`config.mk`:
```
export PLATFORM = sky130hd
export DESIGN_NAME = literal_byte_string_replace_flat
export DESIGN_NICKNAME = d
export VERILOG_FILES = /design/src/rtl/lbsr_pkg.sv /design/src/rtl/lbsr_text_if.sv /design/src/rtl/lbsr_res_if.sv /design/src/rtl/lbsr_cell.sv /design/src/rtl/lbsr_out_fifo.sv /design/src/rtl/literal_byte_string_replace.sv /design/src/flat_wrapper.sv
export SDC_FILE = /design/constraint.sdc
export NUM_CORES = 1
export LEC_CHECK = 0
export BUFFER_PORTS_ARGS = -buffer_cell sky130_fd_sc_hd__buf_2
export CELL_PAD_IN_SITES_DETAIL_PLACEMENT = 0
export CELL_PAD_IN_SITES_GLOBAL_PLACEMENT = 1
export CORE_UTILIZATION = 40
export CTS_BUF_LIST = sky130_fd_sc_hd__clkbuf_4
export DETAILED_ROUTE_END_ITERATION = 7
export HOLD_SLACK_MARGIN = 0.08
export PLACE_DENSITY = 0.66
export SYNTH_ARGS = -nofsm -noshare
export SYNTH_HDL_FRONTEND = slang
export SYNTH_HIERARCHICAL = 1
export SYNTH_SLANG_ARGS = --single-unit
```
`constraint.sdc`:
```
create_clock -name i_clk -period 5.6 [get_ports i_clk]
set_input_delay 0.56 -clock i_clk [delete_from_list [all_inputs] [get_ports i_clk]]
set_output_delay 0.56 -clock i_clk [all_outputs]
set_load 0.02 [all_outputs]
```
`src/rtl/lbsr_pkg.sv`:
```
// shared types and constants for the literal byte string replacer
`default_nettype none
package lbsr_pkg;

    localparam int BYTE_W = 8;
    localparam int LEN_W = 4;
    localparam int CFG_IDX_W = 2;
    localparam int CFG_DATA_W = 64;

    localparam int PATTERN_MAX_DEF = 8;
    localparam int REPLACEMENT_MAX_DEF = 8;

    // configuration register indexes
    localparam logic [CFG_IDX_W-1:0] REG_PAT_BYTES = 2'd0;
    localparam logic [CFG_IDX_W-1:0] REG_PAT_LEN   = 2'd1;
    localparam logic [CFG_IDX_W-1:0] REG_REP_BYTES = 2'd2;
    localparam logic [CFG_IDX_W-1:0] REG_REP_LEN   = 2'd3;

    typedef enum logic [1:0] {
        OP_HOLD,
        OP_LOAD,
        OP_SHIFT
    } t_cell_op;

    typedef struct packed {
        t_cell_op op;
        logic     keep;
        logic     used;
    } t_cell_ctrl;

    typedef struct packed {
        logic [BYTE_W-1:0] out_byte;
        logic              byte_present;
        logic              out_end;
    } t_res;

endpackage
`default_nettype wire

```
`src/rtl/lbsr_text_if.sv`:
```
// input channel carrying one text byte per transfer
`default_nettype none
interface lbsr_text_if;
    logic                      valid;
    logic                      ready;
    logic [lbsr_pkg::BYTE_W-1:0] text_byte;
    logic                      text_end;

    modport source (output valid, output text_byte, output text_end, input ready);
    modport sink (input valid, input text_byte, input text_end, output ready);
endinterface
`default_nettype wire

```
`src/rtl/lbsr_res_if.sv`:
```
// output channel carrying one result byte or end marker per transfer
`default_nettype none
interface lbsr_res_if;
    logic                      valid;
    logic                      ready;
    logic [lbsr_pkg::BYTE_W-1:0] out_byte;
    logic                      byte_present;
    logic                      out_end;

    modport source (output valid, output out_byte, output byte_present, output out_end,
                    input ready);
    modport sink (input valid, input out_byte, input byte_present, input out_end,
                  output ready);
endinterface
`default_nettype wire

```
`src/rtl/lbsr_cell.sv`:
```
// one window cell: holds a byte, compares it with its pattern byte, shifts to neighbor
`default_nettype none
module lbsr_cell (
    input  wire logic                        i_clk,
    input  wire lbsr_pkg::t_cell_ctrl        i_ctrl,
    input  wire logic [lbsr_pkg::BYTE_W-1:0] i_in_byte,
    input  wire logic [lbsr_pkg::BYTE_W-1:0] i_next,
    input  wire logic [lbsr_pkg::BYTE_W-1:0] i_pat,
    output logic      [lbsr_pkg::BYTE_W-1:0] o_app,
    output logic                             o_match
);
    import lbsr_pkg::*;

    logic [BYTE_W-1:0] r_byte;

    // byte this cell holds once the incoming byte is appended
    assign o_app   = i_ctrl.keep ? r_byte : i_in_byte;
    assign o_match = !i_ctrl.used || (o_app == i_pat);

    always_ff @(posedge i_clk) begin
        case (i_ctrl.op)
            OP_LOAD:  r_byte <= o_app;
            OP_SHIFT: r_byte <= i_next;
            default:  r_byte <= r_byte;
        endcase
    end

endmodule
`default_nettype wire

```
`src/rtl/lbsr_out_fifo.sv`:
```
// two-entry result queue between the sequencer and the output channel
`default_nettype none
module lbsr_out_fifo (
    input  wire logic          i_clk,
    input  wire logic          i_rst_n,
    input  wire logic          i_push,
    input  wire lbsr_pkg::t_res i_item,
    output logic               o_space,
    output logic               o_valid,
    output lbsr_pkg::t_res     o_item,
    input  wire logic          i_pop
);
    import lbsr_pkg::*;

    t_res       r_slot [2];
    logic       r_wp;
    logic       r_rp;
    logic [1:0] r_cnt;

    assign o_space = (r_cnt != 2'd2);
    assign o_valid = (r_cnt != 2'd0);
    assign o_item  = r_slot[r_rp];

    always_ff @(posedge i_clk) begin
        if (i_push) begin
            r_slot[r_wp] <= i_item;
        end
    end

    always_ff @(posedge i_clk) begin
        if (!i_rst_n) begin
            r_wp  <= 1'b0;
            r_rp  <= 1'b0;
            r_cnt <= 2'd0;
        end else begin
            if (i_push) begin
                r_wp <= !r_wp;
            end
            if (i_pop) begin
                r_rp <= !r_rp;
            end
            case ({i_push, i_pop})
                2'b10:   r_cnt <= r_cnt + 2'd1;
                2'b01:   r_cnt <= r_cnt - 2'd1;
                default: r_cnt <= r_cnt;
            endcase
        end
    end

endmodule
`default_nettype wire

```
`src/rtl/literal_byte_string_replace.sv`:
```
// Literal byte string replacer top level.
// Input channel i_text takes one text byte per transfer, text_end marks the last
// byte of a text. Output channel o_res gives result bytes; out_end marks the last
// result of a text, and a text whose final step yields nothing ends with one
// marker item with byte_present low.
// The window is a row of PATTERN_MAX cells; a byte is appended and all cells are
// compared against the pattern in the cycle of its transfer.
// Throughput: one byte per cycle while each byte yields at most one result and the
// result queue has space. A match with a replacement of more than one byte, or the
// final byte of a text with bytes left in the window, makes the sequencer emit the
// remaining results from ST_REPL or ST_FLUSH, holding ready low meanwhile. Results are registered in the result queue.
// A two-entry result queue sits before o_res, so the input keeps being taken while
// a result waits; when the receiver stalls the queue fills and ready drops.
// Configuration is written through i_cfg_we / i_cfg_idx / i_cfg_data while idle;
// writing the pattern length empties the window.
// Synchronous reset clears the configuration, the sequencer, the window fill and the
// queue count; there is no clearing pass, the block takes input in the first cycle after reset.
`default_nettype none
module literal_byte_string_replace #(
    parameter int PATTERN_MAX     = lbsr_pkg::PATTERN_MAX_DEF,
    parameter int REPLACEMENT_MAX = lbsr_pkg::REPLACEMENT_MAX_DEF
) (
    input  wire logic                            i_clk,
    input  wire logic                            i_rst_n,
    lbsr_text_if.sink                            i_text,
    lbsr_res_if.source                           o_res,
    input  wire logic                            i_cfg_we,
    input  wire logic [lbsr_pkg::CFG_IDX_W-1:0]  i_cfg_idx,
    input  wire logic [lbsr_pkg::CFG_DATA_W-1:0] i_cfg_data
);
    import lbsr_pkg::*;

    localparam int FW  = $clog2(PATTERN_MAX + 1);
    localparam int RW  = $clog2(REPLACEMENT_MAX + 1);
    localparam int RIW = (REPLACEMENT_MAX > 1) ? $clog2(REPLACEMENT_MAX) : 1;

    typedef enum logic [1:0] {
        ST_IDLE,
        ST_REPL,
        ST_FLUSH
    } t_state;

    // configuration
    logic [PATTERN_MAX*BYTE_W-1:0]     r_pat_bytes;
    logic [LEN_W-1:0]                  r_pat_len;
    logic [REPLACEMENT_MAX*BYTE_W-1:0] r_rep_bytes;
    logic [LEN_W-1:0]                  r_rep_len;

    t_state         r_state, n_state;
    logic [FW-1:0]  r_fill, n_fill;
    logic [RIW-1:0] r_idx, n_idx;
    logic           r_last, n_last;

    logic [FW-1:0]  w_plen;
    logic [RW-1:0]  w_rlen;
    logic [FW-1:0]  w_fill_eff;
    logic [FW-1:0]  w_fill_nxt;
    logic           w_accept;
    logic           w_full;
    logic           w_hit;
    logic           w_space;
    logic           w_push;
    t_res           w_push_item;
    t_res           w_out_item;
    logic           w_out_valid;
    t_cell_op       w_op;

    logic [BYTE_W-1:0]      w_app   [PATTERN_MAX];
    t_cell_ctrl             w_ctrl  [PATTERN_MAX];
    logic [PATTERN_MAX-1:0] w_match;

    always_ff @(posedge i_clk) begin
        if (!i_rst_n) begin
            r_pat_bytes <= '0;
            r_pat_len   <= '0;
            r_rep_bytes <= '0;
            r_rep_len   <= '0;
        end else if (i_cfg_we) begin
            case (i_cfg_idx)
                REG_PAT_BYTES: r_pat_bytes <= i_cfg_data[PATTERN_MAX*BYTE_W-1:0];
                REG_PAT_LEN:   r_pat_len   <= i_cfg_data[LEN_W-1:0];
                REG_REP_BYTES: r_rep_bytes <= i_cfg_data[REPLACEMENT_MAX*BYTE_W-1:0];
                REG_REP_LEN:   r_rep_len   <= i_cfg_data[LEN_W-1:0];
                default:       r_rep_len   <= r_rep_len;
            endcase
        end
    end

    // lengths above the cell count saturate
    assign w_plen = (r_pat_len > LEN_W'(PATTERN_MAX)) ? FW'(PATTERN_MAX) : r_pat_len[FW-1:0];
    assign w_rlen = (r_rep_len > LEN_W'(REPLACEMENT_MAX)) ? RW'(REPLACEMENT_MAX)
                                                          : r_rep_len[RW-1:0];

    assign w_fill_eff = (r_fill >= w_plen) ? '0 : r_fill;
    assign w_fill_nxt = w_fill_eff + FW'(1);
    assign w_full     = (w_fill_nxt == w_plen);
    assign w_hit      = &w_match;

    assign i_text.ready = (r_state == ST_IDLE) && w_space;
    assign w_accept     = i_text.valid && i_text.ready;

    // row of window cells
    for (genvar k = 0; k < PATTERN_MAX; k++) begin : g_cell
        logic [BYTE_W-1:0] w_next;

        assign w_ctrl[k].op   = w_op;
        assign w_ctrl[k].keep = (r_state == ST_FLUSH) || (FW'(k) < w_fill_eff);
        assign w_ctrl[k].used = FW'(k) < w_plen;

        if (k == PATTERN_MAX - 1) begin : g_tail
            assign w_next = i_text.text_byte;
        end else begin : g_body
            assign w_next = w_app[k+1];
        end

        lbsr_cell u_cell (
            .i_clk     (i_clk),
            .i_ctrl    (w_ctrl[k]),
            .i_in_byte (i_text.text_byte),
            .i_next    (w_next),
            .i_pat     (r_pat_bytes[k*BYTE_W +: BYTE_W]),
            .o_app     (w_app[k]),
            .o_match   (w_match[k])
        );
    end

    always_comb begin
        n_state     = r_state;
        n_fill      = r_fill;
        n_idx       = r_idx;
        n_last      = r_last;
        w_push      = 1'b0;
        w_push_item = '0;
        w_op        = OP_HOLD;
        case (r_state)
            ST_IDLE: begin
                if (w_accept) begin
                    if (w_plen == '0) begin
                        w_push      = 1'b1;
                        w_push_item = '{out_byte: i_text.text_byte, byte_present: 1'b1,
                                        out_end: i_text.text_end};
                        n_fill      = '0;
                    end else if (w_full && w_hit) begin
                        n_fill = '0;
                        if (w_rlen != '0) begin
                            w_push      = 1'b1;
                            w_push_item = '{out_byte: r_rep_bytes[BYTE_W-1:0],
                                            byte_present: 1'b1,
                                            out_end: i_text.text_end && (w_rlen == RW'(1))};
                            if (w_rlen != RW'(1)) begin
                                n_state = ST_REPL;
                                n_idx   = RIW'(1);
                                n_last  = i_text.text_end;
                            end
                        end else if (i_text.text_end) begin
                            // empty end marker
                            w_push      = 1'b1;
                            w_push_item = '{out_byte: '0, byte_present: 1'b0, out_end: 1'b1};
                        end
                    end else if (w_full || i_text.text_end) begin
                        // oldest byte leaves the window
                        w_push      = 1'b1;
                        w_push_item = '{out_byte: w_app[0], byte_present: 1'b1,
                                        out_end: i_text.text_end && (w_fill_nxt == FW'(1))};
                        w_op        = OP_SHIFT;
                        n_fill      = w_fill_nxt - FW'(1);
                        if (i_text.text_end && (w_fill_nxt != FW'(1))) begin
                            n_state = ST_FLUSH;
                        end
                    end else begin
                        w_op   = OP_LOAD;
                        n_fill = w_fill_nxt;
                    end
                end
            end
            ST_REPL: begin
                if (w_space) begin
                    w_push      = 1'b1;
                    w_push_item = '{out_byte: r_rep_bytes[r_idx*BYTE_W +: BYTE_W],
                                    byte_present: 1'b1,
                                    out_end: r_last && (RW'(r_idx) == w_rlen - RW'(1))};
                    n_idx       = r_idx + RIW'(1);
                    if (RW'(r_idx) == w_rlen - RW'(1)) begin
                        n_state = ST_IDLE;
                    end
                end
            end
            ST_FLUSH: begin
                if (w_space) begin
                    w_push      = 1'b1;
                    w_push_item = '{out_byte: w_app[0], byte_present: 1'b1,
                                    out_end: (r_fill == FW'(1))};
                    w_op        = OP_SHIFT;
                    n_fill      = r_fill - FW'(1);
                    if (r_fill == FW'(1)) begin
                        n_state = ST_IDLE;
                    end
                end
            end
            default: begin
                n_state = ST_IDLE;
            end
        endcase
        // a new pattern length empties the window
        if (i_cfg_we && (i_cfg_idx == REG_PAT_LEN)) begin
            n_fill = '0;
        end
    end

    always_ff @(posedge i_clk) begin
        if (!i_rst_n) begin
            r_state <= ST_IDLE;
            r_fill  <= '0;
            r_idx   <= '0;
            r_last  <= 1'b0;
        end else begin
            r_state <= n_state;
            r_fill  <= n_fill;
            r_idx   <= n_idx;
            r_last  <= n_last;
        end
    end

    lbsr_out_fifo u_out_fifo (
        .i_clk   (i_clk),
        .i_rst_n (i_rst_n),
        .i_push  (w_push),
        .i_item  (w_push_item),
        .o_space (w_space),
        .o_valid (w_out_valid),
        .o_item  (w_out_item),
        .i_pop   (o_res.valid && o_res.ready)
    );

    assign o_res.valid        = w_out_valid;
    assign o_res.out_byte     = w_out_item.out_byte;
    assign o_res.byte_present = w_out_item.byte_present;
    assign o_res.out_end      = w_out_item.out_end;

`ifndef ASSERT_OFF
    a_fill_bound: assert property (@(posedge i_clk) disable iff (!i_rst_n)
        r_fill <= FW'(PATTERN_MAX))
        else $error("window fill above cell count");

    a_push_space: assert property (@(posedge i_clk) disable iff (!i_rst_n)
        w_push |-> w_space)
        else $error("result pushed into a full queue");

    a_end_clears: assert property (@(posedge i_clk) disable iff (!i_rst_n)
        (w_push && w_push_item.out_end) |=> (r_fill == '0 && r_state == ST_IDLE))
        else $error("text end left window or sequencer busy");

    a_flush_nonempty: assert property (@(posedge i_clk) disable iff (!i_rst_n)
        (r_state == ST_FLUSH) |-> (r_fill != '0))
        else $error("flush with empty window");
`endif

endmodule
`default_nettype wire
```
`src/flat_wrapper.sv`:
```
// flat-port wrapper written by rule: the top's interface ports become plain ports
module literal_byte_string_replace_flat import lbsr_pkg::*;
#(
    parameter int PATTERN_MAX     = lbsr_pkg::PATTERN_MAX_DEF,
    parameter int REPLACEMENT_MAX = lbsr_pkg::REPLACEMENT_MAX_DEF
)
  (i_clk, i_rst_n, i_cfg_we, i_cfg_idx, i_cfg_data, i_text_valid, i_text_text_byte, i_text_text_end, i_text_ready, o_res_valid, o_res_out_byte, o_res_byte_present, o_res_out_end, o_res_ready);
  lbsr_text_if i_text_i ();
  lbsr_res_if o_res_i ();
  input  wire logic i_clk;
  input  wire logic i_rst_n;
  input  wire logic i_cfg_we;
  input  wire logic [lbsr_pkg::CFG_IDX_W-1:0] i_cfg_idx;
  input  wire logic [lbsr_pkg::CFG_DATA_W-1:0] i_cfg_data;
  input wire logic [$bits(i_text_i.valid)-1:0] i_text_valid;
  input wire logic [$bits(i_text_i.text_byte)-1:0] i_text_text_byte;
  input wire logic [$bits(i_text_i.text_end)-1:0] i_text_text_end;
  output wire logic [$bits(i_text_i.ready)-1:0] i_text_ready;
  output wire logic [$bits(o_res_i.valid)-1:0] o_res_valid;
  output wire logic [$bits(o_res_i.out_byte)-1:0] o_res_out_byte;
  output wire logic [$bits(o_res_i.byte_present)-1:0] o_res_byte_present;
  output wire logic [$bits(o_res_i.out_end)-1:0] o_res_out_end;
  input wire logic [$bits(o_res_i.ready)-1:0] o_res_ready;
  assign i_text_i.valid = i_text_valid;
  assign i_text_i.text_byte = i_text_text_byte;
  assign i_text_i.text_end = i_text_text_end;
  assign i_text_ready = i_text_i.ready;
  assign o_res_valid = o_res_i.valid;
  assign o_res_out_byte = o_res_i.out_byte;
  assign o_res_byte_present = o_res_i.byte_present;
  assign o_res_out_end = o_res_i.out_end;
  assign o_res_i.ready = o_res_ready;
  literal_byte_string_replace #(.PATTERN_MAX(PATTERN_MAX), .REPLACEMENT_MAX(REPLACEMENT_MAX)) u_core (.i_clk(i_clk), .i_rst_n(i_rst_n), .i_text(i_text_i), .o_res(o_res_i), .i_cfg_we(i_cfg_we), .i_cfg_idx(i_cfg_idx), .i_cfg_data(i_cfg_data));
endmodule
```
==> results of run 1 <==
-- registers in the layout, summed over array words and instances (netlist names), named ones only --
| name | count |
|---|---|
| u_core/g_cell.u_cell/r_byte | 64 |
| u_core/r_pat_bytes | 64 |
| u_core/r_rep_bytes | 64 |
| u_core/u_out_fifo/r_slot | 20 |
| u_core/r_fill | 4 |
| u_core/r_pat_len | 4 |
| u_core/r_rep_len | 4 |
| u_core/r_idx | 3 |
| u_core/r_state | 2 |
| u_core/u_out_fifo/r_cnt | 2 |
| u_core/r_last | 1 |
| u_core/u_out_fifo/r_rp | 1 |
| u_core/u_out_fifo/r_wp | 1 |
-- Yosys cell counts (4+ instances only) --
cell / instances / area share [%]
a211oi_1: 4 / 0.23
a21boi_0: 130 / 7.5
a21o_1: 5 / 0.29
a21oi_1: 20 / 0.77
a22o_1: 8 / 0.54
a32oi_1: 8 / 0.54
and2_1: 9 / 0.43
buf_2: 4 / 0.15
buf_6: 8 / 0.69
clkbuf_1: 63 / 1.8
dfxtp_1: 151 / 23
edfxtp_1: 84 / 19
ha_1: 25 / 2.4
inv_1: 36 / 1.0
mux2_2: 84 / 7.2
mux2_4: 64 / 7.4
mux2i_1: 11 / 0.84
mux4_2: 16 / 2.8
nand2_1: 274 / 7.9
nand2b_1: 6 / 0.29
nand3_1: 10 / 0.38
nand4_1: 21 / 1.0
nor2_1: 44 / 1.3
nor2b_1: 22 / 1.1
nor3_1: 7 / 0.27
o21ai_0: 13 / 0.50
o21ai_1: 11 / 0.42
o22ai_1: 10 / 0.48
or2_2: 4 / 0.19
or3_1: 5 / 0.24
xnor2_1: 65 / 4.4
xnor2_2: 9 / 1.1
xor2_1: 4 / 0.27
-- worst max-delay path, delay by kind of cell, from the launching register on --
kind | cells | cell delay, ns
mux | 1 | 0.33
compound gates | 7 | 1.37
flops | 1 | 0.41
xor+xnor | 1 | 0.15
buf+inv | 2 | 0.36
fa+ha+maj | 3 | 0.81
simple gates | 8 | 1.61
-- what timing repair did --
item / in CTS / in global routing
endpoints found under the setup margin: 0 / 140
resized for setup: 0 / 9
endpoints found under the hold margin: 10 / 0
hold buffers: 9 / 0
-- metal layers --
metal	vias to the layer above	global-route usage (%)	share of wire (%)
li1	4770	-	-
met1	4826	33.4	49
met2	244	36.3	45
met3	64	3.71	4.2
met4	0	7.20	2.1
met5	-	0	0
-- cell type report --
cell class,instances,share of cell area [%]
tap,435,3.65
clock buffer,96,4.84
multi-input combinational,932,47.4
clock inverter,22,0.991
timing repair buffer,124,4.89
inverter,37,0.958
sequential,235,37.2
antenna,1,0.0168
-- worst paths after layout --
kind / start / endpoint / slack, ns
max: u_core/r_pat_len[0]$_SDFFE_PN0P_ / u_core/u_out_fifo/r_cnt[1]$_SDFFE_PN0P_ / 0.42
min: i_cfg_data[56] / u_core/r_pat_bytes[56]$_SDFFE_PN0P_ / 0.14
max reg2reg: u_core/r_pat_len[0]$_SDFFE_PN0P_ / u_core/u_out_fifo/r_cnt[1]$_SDFFE_PN0P_ / 0.42
min reg2reg: u_core/r_rep_bytes[20]$_SDFFE_PN0P_ / u_core/r_rep_bytes[20]$_SDFFE_PN0P_ / 0.46
-- power by group through the flow --
stage | sequential [mW] | clock (mW) | combinational, mW
final | 1.97 | 1.65 | 0.842
after global routing | 1.98 | 1.80 | 0.920
after CTS | 1.97 | 1.71 | 0.841
after detailed placement | 2.00 | 0 | 0.832
after global placement | 2.00 | 0 | 0.825
after floorplan | 1.97 | 0 | 0.604
-- metrics by stage --
stage / setup slack [ns] / util, % / hold slack (ns) / instance area (µm²)
6_report: 0.420 / 46.7 / 0.135 / 14900
5_1_grt: 0.0268 / 46.7 / 0.0891 / 14900
4_1_cts: 0.0927 / 46.6 / 0.0802 / 14900
3_5_place_dp: 0.145 / 43.6 / 0.458 / 13900
3_3_place_gp: 0.287 / 43.6 / 0.449 / 13900
2_1_floorplan: 0.488 / - / 0.440 / 13100
-- kinds of logic (layout without fill, tap and decap cells) --
group                    Yosys count  in the layout  share of synthesized area (%)
AND/OR/NAND/NOR                  417            417                           14.2
AO/OA/AOI/OAI                    237            237                           13.2
flip-flops                       235            235                           42.4
multiplexers                     175            175                           18.2
buffers and inverters            115            279                           3.83
XOR/XNOR                          78             78                           5.74
adder cells (fa/ha/maj)           25             25                           2.39
other                              0              1                              0
==> metrics.cfg, run 1 <==
[status]
status=finished, final reports clean

[drt]
drc=0
wl_um=38200
drt-vias-per-instance=5.26
vias=9904
drt_iter0_markers=795
firstDrtPassIters=5
routedWlPerCell_um=20.3
drtAntennaViolNets=0

[place]
port-buffer-count=91
place_congestion=0.883
placed_cells=1754
hpwl_um=27100

[sta]
max-slew-margin-rel_pct=37.3
final.period_utilization_pct=92.5
finClkSkew_ns=0.0676
setup_tns_ns=0
max_freq_ghz=0.193
maxSlewViolCount=0
finalHoldViolCount=0
setup_violations=0
fin_crit_ns=5.18
rsz0062_at_grt=false
worst_slew_pin_slew_ns=0.938

[power]
seqPwrFrac_pct=44.1
vdd_drop_max_v=0.000157
leakage_nw=5.50
clkPwrFrac_pct=37.0
swShare_pct=29.0
finalPower_mw=4.45
power_density_nw_per_um2=299
combPwrFrac_pct=18.9
p_int_mw=3.16
switching_power_mw=1.29

[setup_path]
crit_top_cell=ha_1
crit_path_end_kind=register
start_kind=register
slowest_stage=dfxtp_1
timing_worst_setup_path_type=register to register
cpPeakStageDelay_ns=0.41
crit_path_max_fanout=8
r2r_cells=22
worstPathArrival_ns=5.74
crit_path_cell_trace=nor2b_2, ha_1, nor3b_4, o21a_1, nand2_1, ha_1, o21ai_0, a21o_1, buf_4, mux2_4, xnor2_1, nand4_1, o21ai_1, nand4_1, nor2_2, nand3_1, a211oi_1, o31ai_1, inv_1, ha_1, or3_1, a21boi_1
critPathRequiredTime_ns=6.16

[global_routing]
grt-ovfl-total=0
grt_max_degree=89
antenna_found_initial=2
grtUsageTotal_pct=23.4
grt_pass1_vias=9605
grt_pass1_wl_um=59000

[die]
io_pins=92
rows=65
start_util_pct=41.0
die_h_um=183
core_area_um2=31900
dieArea_um2=33400
die_w_um=183

[clock_network]
clk_latency_ns=0.70
htreeDepth=3
cts_buffers=69
cts_sinks=235
cts_tree=built
clk_transition_reported_paths_ns=0.07
cts_setup_buffers=0
clock-root-buffer=clkbuf_4
cts_buffer_depth=3

[cells_and_area]
final_common_cell=nand2_1
final_nets=1504
regArea_um2=5550
layout_common_cells=nand2_1, dfxtp_1, a21boi_0
drive_gt1_share_pct=29.3
nFillCells=3172
multi_input_area_um2=7060
syn_to_final_growth_pct=13.9
fin_cells=1882

[logic_synthesis]
ys_types=68
avgSynthCellArea_um2=10.2
synth-seq-area-share_pct=42.4
ys.flop_type=dfxtp_1
syn-num-nets=1387
async_flop_share_pct=0
synth-edff-count=84
synthCells=1282
syn_area_um2=13100
yosysWarnings=6
yosys_register_bits=235

[flow_run]
maxCapViolCount=0

[worst_hold_path]
worstHoldPathCells=3
hold_path.class=primary input to register

No activity file was read; power rests on OpenSTA's default activity.
==> run 2, diff against run 1 <==
CORE_UTILIZATION = 42   (was 40)
PLACE_DENSITY = 0.68   (was 0.66)
==> run 2 against run 1 <==
Against the previous run:
- via count up 0.48%
- sequential cell count stayed put
- clock-buffer cell count up 3
- largest cell class unchanged
- final area up 1.8%
==> metrics.cfg, run 2 (synthesis results as in run 1) <==
[sta]
fin_crit_ns=5.27  ; was 5.18 ns
maxSlewViolCount=0  ; unchanged
finalHoldViolCount=0  ; unchanged
whs_ns=0.143  ; was 0.135 ns
setup_tns_ns=0  ; unchanged
max_freq_ghz=0.190  ; was 0.193 GHz
rsz0062_at_grt=false  ; unchanged
finClkSkew_ns=0.0556  ; was 0.0676 ns
max-slew-margin-rel_pct=37.9  ; was 37.3%
setup_violations=0  ; unchanged
final.period_utilization_pct=94.1  ; was 92.5%
worst_slew_pin_slew_ns=0.928  ; was 0.938 ns

[setup_path]
crit_path_end_kind=register  ; unchanged
timing_worst_setup_path_type=register to register  ; unchanged
start_kind=register  ; unchanged
critPathRequiredTime_ns=6.02  ; was 6.16 ns
crit_path_max_fanout=9  ; was 8
worstPathArrival_ns=5.69  ; was 5.74 ns

[cells_and_area]
fin_util_pct=49.5  ; was 46.7%
reg.largest.list=u_core/g_cell.u_cell/r_byte (64), u_core/r_pat_bytes (64), u_core/r_rep_bytes (64)  ; unchanged
drive_gt1_share_pct=28.2  ; was 29.3%
syn_to_final_growth_pct=15.9  ; was 13.9%
final_nets=1533  ; was 1504
final_common_cell=nand2_1  ; unchanged
postLayoutCellArea_um2=15200  ; was 14900 µm²
layout_common_cells=nand2_1, dfxtp_1, a21boi_0  ; unchanged
nFillCells=2964  ; was 3172

[drt]
drt-vias-per-instance=5.31  ; was 5.26
drc=0  ; unchanged
vias=9952  ; was 9904
drt_iter0_markers=600  ; was 795
wl_um=37900  ; was 38200 µm
firstDrtPassIters=5  ; unchanged
drtAntennaViolNets=0  ; unchanged
routedWlPerCell_um=20.3  ; about the same

[global_routing]
antenna_found_initial=2  ; unchanged
use_met2_pct=37.5  ; was 36.3%
grt_use_met1_pct=35.6  ; was 33.4%
busiest_layer=met2  ; unchanged
grt_max_degree=80  ; was 89
grt_pass1_vias=9646  ; was 9605
grt_pass1_wl_um=58300  ; was 59000 µm
met3_usage_pct=3.24  ; was 3.71%
grt-ovfl-total=0  ; unchanged
grtUsageTotal_pct=24.4  ; was 23.4%

[die]
dieArea_um2=31800  ; was 33400 µm²
die_w_um=178  ; was 183 µm
io_pins=92  ; unchanged
die_h_um=178  ; was 183 µm
core_area_um2=30600  ; was 31900 µm²
start_util_pct=42.7  ; was 41.0%
rows=64  ; was 65

[clock_network]
clk_latency_ns=0.72  ; was 0.70 ns
clock-root-buffer=clkbuf_4  ; unchanged
cts_buffer_depth=3  ; unchanged
cts_buffers=61  ; was 69
clk_transition_reported_paths_ns=0.06  ; was 0.07 ns
htreeDepth=2  ; was 3
cts_tree=built  ; unchanged
cts_sinks=235  ; unchanged

[place]
port-buffer-count=91  ; unchanged
place_congestion=0.897  ; was 0.883
place_area_um2=13800  ; was 13900 µm²
hpwl_um=26600  ; was 27100 µm

[flow_run]
maxCapViolCount=0  ; unchanged

[power]
switching_power_mw=1.24  ; was 1.29 mW
clkPwrFrac_pct=34.8  ; was 37.0%
power_density_nw_per_um2=286  ; was 299 nW/µm²
p_int_mw=3.09  ; was 3.16 mW
seqPwrFrac_pct=45.4  ; was 44.1%
swShare_pct=28.6  ; was 29.0%
vdd_drop_max_v=0.000141  ; was 0.000157 V
combPwrFrac_pct=19.9  ; was 18.9%
leakage_nw=5.62  ; was 5.50 nW

[status]
status=finished, final reports clean  ; unchanged

[worst_hold_path]
hold_path.class=primary input to register  ; unchanged

## run 2: critical path, cell delays in order, from the launching register on
cell       delay (ns)
dfxtp_1          0.48
inv_1            0.16
ha_1             0.36
a21oi_2          0.25
o21a_1           0.18
nand2_1          0.09
inv_1            0.09
ha_1             0.29
a21oi_1          0.14
o21bai_1         0.14
buf_4            0.22
mux2_4           0.35
xnor2_1          0.18
nand4_1          0.17
o21ai_1          0.17
nand4_1          0.14
nor2_2           0.21
o31a_1           0.18
o2111ai_2        0.11
a41o_2           0.42
ha_1             0.35
mux2_2           0.32
## run 2: layout make-up
| class | count | area, µm² | area share (%) |
|---|---|---|---|
| tap | 396 | 495 | 3.27 |
| multi-input combinational | 932 | 7060 | 46.6 |
| inverter | 37 | 143 | 0.941 |
| sequential | 235 | 5550 | 36.6 |
| clock buffer | 99 | 743 | 4.90 |
| antenna | 1 | 2.50 | 0.0165 |
| timing repair buffer | 161 | 1110 | 7.32 |
| clock inverter | 12 | 56.3 | 0.372 |
## run 2: worst paths after layout
kind                                             from  cells after the start  slack (ns)                                           to
setup / recovery     u_core/r_pat_len[3]$_SDFFE_PN0P_                     21        0.33  u_core/g_cell[6].u_cell/r_byte[6]$_DFFE_PP_
hold / removal                          i_cfg_data[7]                      3        0.14           u_core/r_rep_bytes[7]$_SDFFE_PN0P_
setup reg to reg     u_core/r_pat_len[3]$_SDFFE_PN0P_                     21        0.33  u_core/g_cell[6].u_cell/r_byte[6]$_DFFE_PP_
hold reg to reg   u_core/r_rep_bytes[51]$_SDFFE_PN0P_                      2        0.46          u_core/r_rep_bytes[51]$_SDFFE_PN0P_
## run 2: power groups by stage
stage	logic [mW]	registers, mW	clock network, mW
after floorplan	0.604	1.97	0
after global placement	0.822	2.00	0
after detailed placement	0.828	2.00	0
after CTS	0.859	1.97	1.56
after global routing	0.935	1.98	1.64
final	0.860	1.96	1.50
## run 2: repair_timing
| item | CTS | global route |
|---|---|---|
| setup endpoints to repair | 0 | 129 |
| buffers inserted | 0 | 0 |
| hold buffers | 50 | 0 |
| resized for setup | 0 | 8 |
| hold endpoints to repair | 87 | 0 |
## run 2: stage by stage
step,instances,worst slack (ns),total power [mW]
after floorplan,1282,0.488,2.58
after global placement,1711,0.319,2.82
after detailed placement,1711,0.130,2.83
after CTS,1872,0.0955,4.38
after global routing,1873,0.0430,4.56
final,1873,0.332,4.33
## run 2: layer usage
metal / up-vias / part of all wire [%]
met5: - / 0
met4: 0 / 2.1
met3: 61 / 4.2
met2: 221 / 45
met1: 4851 / 49
li1: 4819 / -
==> run 3, diff against run 2 <==
CORE_UTILIZATION = 39   (was 42)
PLACE_DENSITY = not set   (was 0.68)
PLACE_DENSITY_LB_ADDON = 0.3   (was not set)
==> run 3 against run 2 <==
Against the previous run:
- register-to-register slack got worse by 0.03 ns
- die area rose by 7.6%
- sequential share of layout area is essentially flat
- wire length fell by 1.6%
- via count fell by 0.58%
- clock-buffer cell count shrank 6
- clock skew is 0.0084 ns lower
==> metrics.cfg, run 3 (synthesis results as in run 1) <==
[cells_and_area]
syn_to_final_growth_pct=15.8  ; was 15.9%
final_nets=1525  ; was 1533
reg.largest.list=u_core/g_cell.u_cell/r_byte (64), u_core/r_pat_bytes (64), u_core/r_rep_bytes (64)  ; unchanged
final_common_cell=nand2_1  ; unchanged
postLayoutCellArea_um2=15100  ; was 15200 µm²
nFillCells=3219  ; was 2964
regArea_um2=5550  ; unchanged
fin_cells=1910  ; was 1873
layout_common_cells=nand2_1, dfxtp_1, a21boi_0  ; unchanged
multi_input_area_um2=7060  ; about the same
fin_util_pct=46.2  ; was 49.5%
drive_gt1_share_pct=27.9  ; was 28.2%

[sta]
worst_slew_pin_slew_ns=0.928  ; about the same
max-slew-margin-rel_pct=38.1  ; was 37.9%
rsz0062_at_grt=false  ; unchanged
maxSlewViolCount=0  ; unchanged
finClkSkew_ns=0.0473  ; was 0.0556 ns
finalHoldViolCount=0  ; unchanged
setup_violations=0  ; unchanged
setup_tns_ns=0  ; unchanged
max_freq_ghz=0.189  ; was 0.190 GHz
fin_crit_ns=5.30  ; was 5.27 ns
whs_ns=0.125  ; was 0.143 ns
layout_setup_ws_ns=0.303  ; was 0.332 ns
final.period_utilization_pct=94.6  ; was 94.1%

[die]
core_area_um2=32800  ; was 30600 µm²
die_w_um=185  ; was 178 µm
rows=66  ; was 64
start_util_pct=39.9  ; was 42.7%
io_pins=92  ; unchanged
die_h_um=185  ; was 178 µm
dieArea_um2=34300  ; was 31800 µm²

[drt]
drc=0  ; unchanged
drtAntennaViolNets=0  ; unchanged
wl_um=37300  ; was 37900 µm
firstDrtPassIters=7  ; was 5
drt_iter0_markers=674  ; was 600
drt-vias-per-instance=5.18  ; was 5.31
vias=9894  ; was 9952
routedWlPerCell_um=19.5  ; was 20.3 µm

[power]
finalPower_mw=4.34  ; was 4.33 mW
vdd_drop_max_v=0.000138  ; was 0.000141 V
power_density_nw_per_um2=286  ; about the same
leakage_nw=5.58  ; was 5.62 nW

[clock_network]
cts_sinks=235  ; unchanged
cts_buffer_depth=3  ; unchanged
cts_buffers=61  ; unchanged
cts_setup_buffers=0  ; unchanged
clock-root-buffer=clkbuf_4  ; unchanged
clk_latency_ns=0.73  ; was 0.72 ns
clk_transition_reported_paths_ns=0.07  ; was 0.06 ns
cts_tree=built  ; unchanged
htreeDepth=2  ; unchanged

[setup_path]
cp_num_buf_inv=3  ; unchanged
worstPathArrival_ns=5.74  ; was 5.69 ns
timing_worst_setup_path_type=register to register  ; unchanged
slowest_stage=dfxtp_1  ; unchanged
crit_path_max_fanout=8  ; was 9
critPathRequiredTime_ns=6.04  ; was 6.02 ns
start_kind=register  ; unchanged
crit_path_end_kind=register  ; unchanged
crit_path_cell_trace=inv_1, ha_1, a21oi_2, o21a_1, nand2_1, inv_1, ha_2, a21oi_1, o21bai_1, buf_4, mux2_4, xnor2_1, nand4_1, o21ai_1, nand4_1, nor2_1, o31a_1, o2111ai_2, a41o_1, ha_1, mux2_2  ; was inv_1, ha_1, a21oi_2, o21a_1, nand2_1, inv_1, ha_1, a21oi_1, o21bai_1, buf_4, mux2_4, xnor2_1, nand4_1, o21ai_1, nand4_1, nor2_2, o31a_1, o2111ai_2, a41o_2, ha_1, mux2_2
cpPeakStageDelay_ns=0.49  ; was 0.48 ns
critPathTopFamily=compound AO/OA/AOI/OAI gates  ; unchanged

[place]
place_congestion=0.890  ; was 0.897
hpwl_um=26300  ; was 26600 µm
place_ws_ns=0.168  ; was 0.130 ns
port-buffer-count=91  ; unchanged
place_area_um2=13900  ; was 13800 µm²
placed_cells=1756  ; was 1711

[global_routing]
grt_pass1_wl_um=56800  ; was 58300 µm
grt_max_degree=81  ; was 80
grt_pass1_vias=9603  ; was 9646
antenna_found_initial=1  ; was 2
grt-ovfl-total=0  ; unchanged
grtUsageTotal_pct=22.0  ; was 24.4%

[flow_run]
maxCapViolCount=0  ; unchanged

[worst_hold_path]
hold_path.class=primary input to register  ; unchanged

[status]
status=finished, final reports clean  ; unchanged

## run 3: worst register-to-register path: stages, from the launching register on
cell and delay [ns]:
dfxtp_1 0.49, inv_1 0.18, ha_1 0.37, a21oi_2 0.26, o21a_1 0.18, nand2_1 0.09, inv_1 0.09, ha_2 0.26
a21oi_1 0.09, o21bai_1 0.12, buf_4 0.21, mux2_4 0.36, xnor2_1 0.18, nand4_1 0.16, o21ai_1 0.18, nand4_1 0.12
nor2_1 0.22, o31a_1 0.19, o2111ai_2 0.10, a41o_1 0.47, ha_1 0.42, mux2_2 0.32
## run 3: layout make-up
type / instances / share of cell area, %
flip-flops and latches: 235 / 36.6
well taps: 442 / 3.65
inverters: 37 / 0.917
diodes: 1 / 0.0165
repair buffers: 153 / 6.81
multi-input cells: 932 / 46.7
clock inverters: 17 / 0.694
clock buffers: 93 / 4.61
## run 3: where the power goes
part / switching [mW] / internal, mW / total (mW)
sequential: 0.0614 / 1.90 / 1.97
clock: 0.716 / 0.804 / 1.52
combinational: 0.463 / 0.388 / 0.851
total: 1.24 / 3.10 / 4.34
## run 3: path summary, 6_finish.rpt
| path | start | endpoint | slack, ns | cells after the start |
|---|---|---|---|---|
| max | u_core/r_pat_len[3]$_SDFFE_PN0P_ | u_core/g_cell[0].u_cell/r_byte[7]$_DFFE_PP_ | 0.30 | 21 |
| min | i_cfg_data[62] | u_core/r_rep_bytes[62]$_SDFFE_PN0P_ | 0.13 | 3 |
| max reg2reg | u_core/r_pat_len[3]$_SDFFE_PN0P_ | u_core/g_cell[0].u_cell/r_byte[7]$_DFFE_PP_ | 0.30 | 21 |
| min reg2reg | u_core/r_rep_bytes[41]$_SDFFE_PN0P_ | u_core/r_rep_bytes[41]$_SDFFE_PN0P_ | 0.46 | 2 |
## run 3: metal layers
layer  GRT usage [%]  wire, µm
met5               0         0
met4            7.34      1000
met3            4.40      2240
met2            34.0     16600
met1            30.6     17500
## run 3: timing repair
action,in CTS,in global routing
endpoints found under the setup margin,0,140
hold endpoints to repair,68,1
hold buffers,42,1
resized for setup,0,7
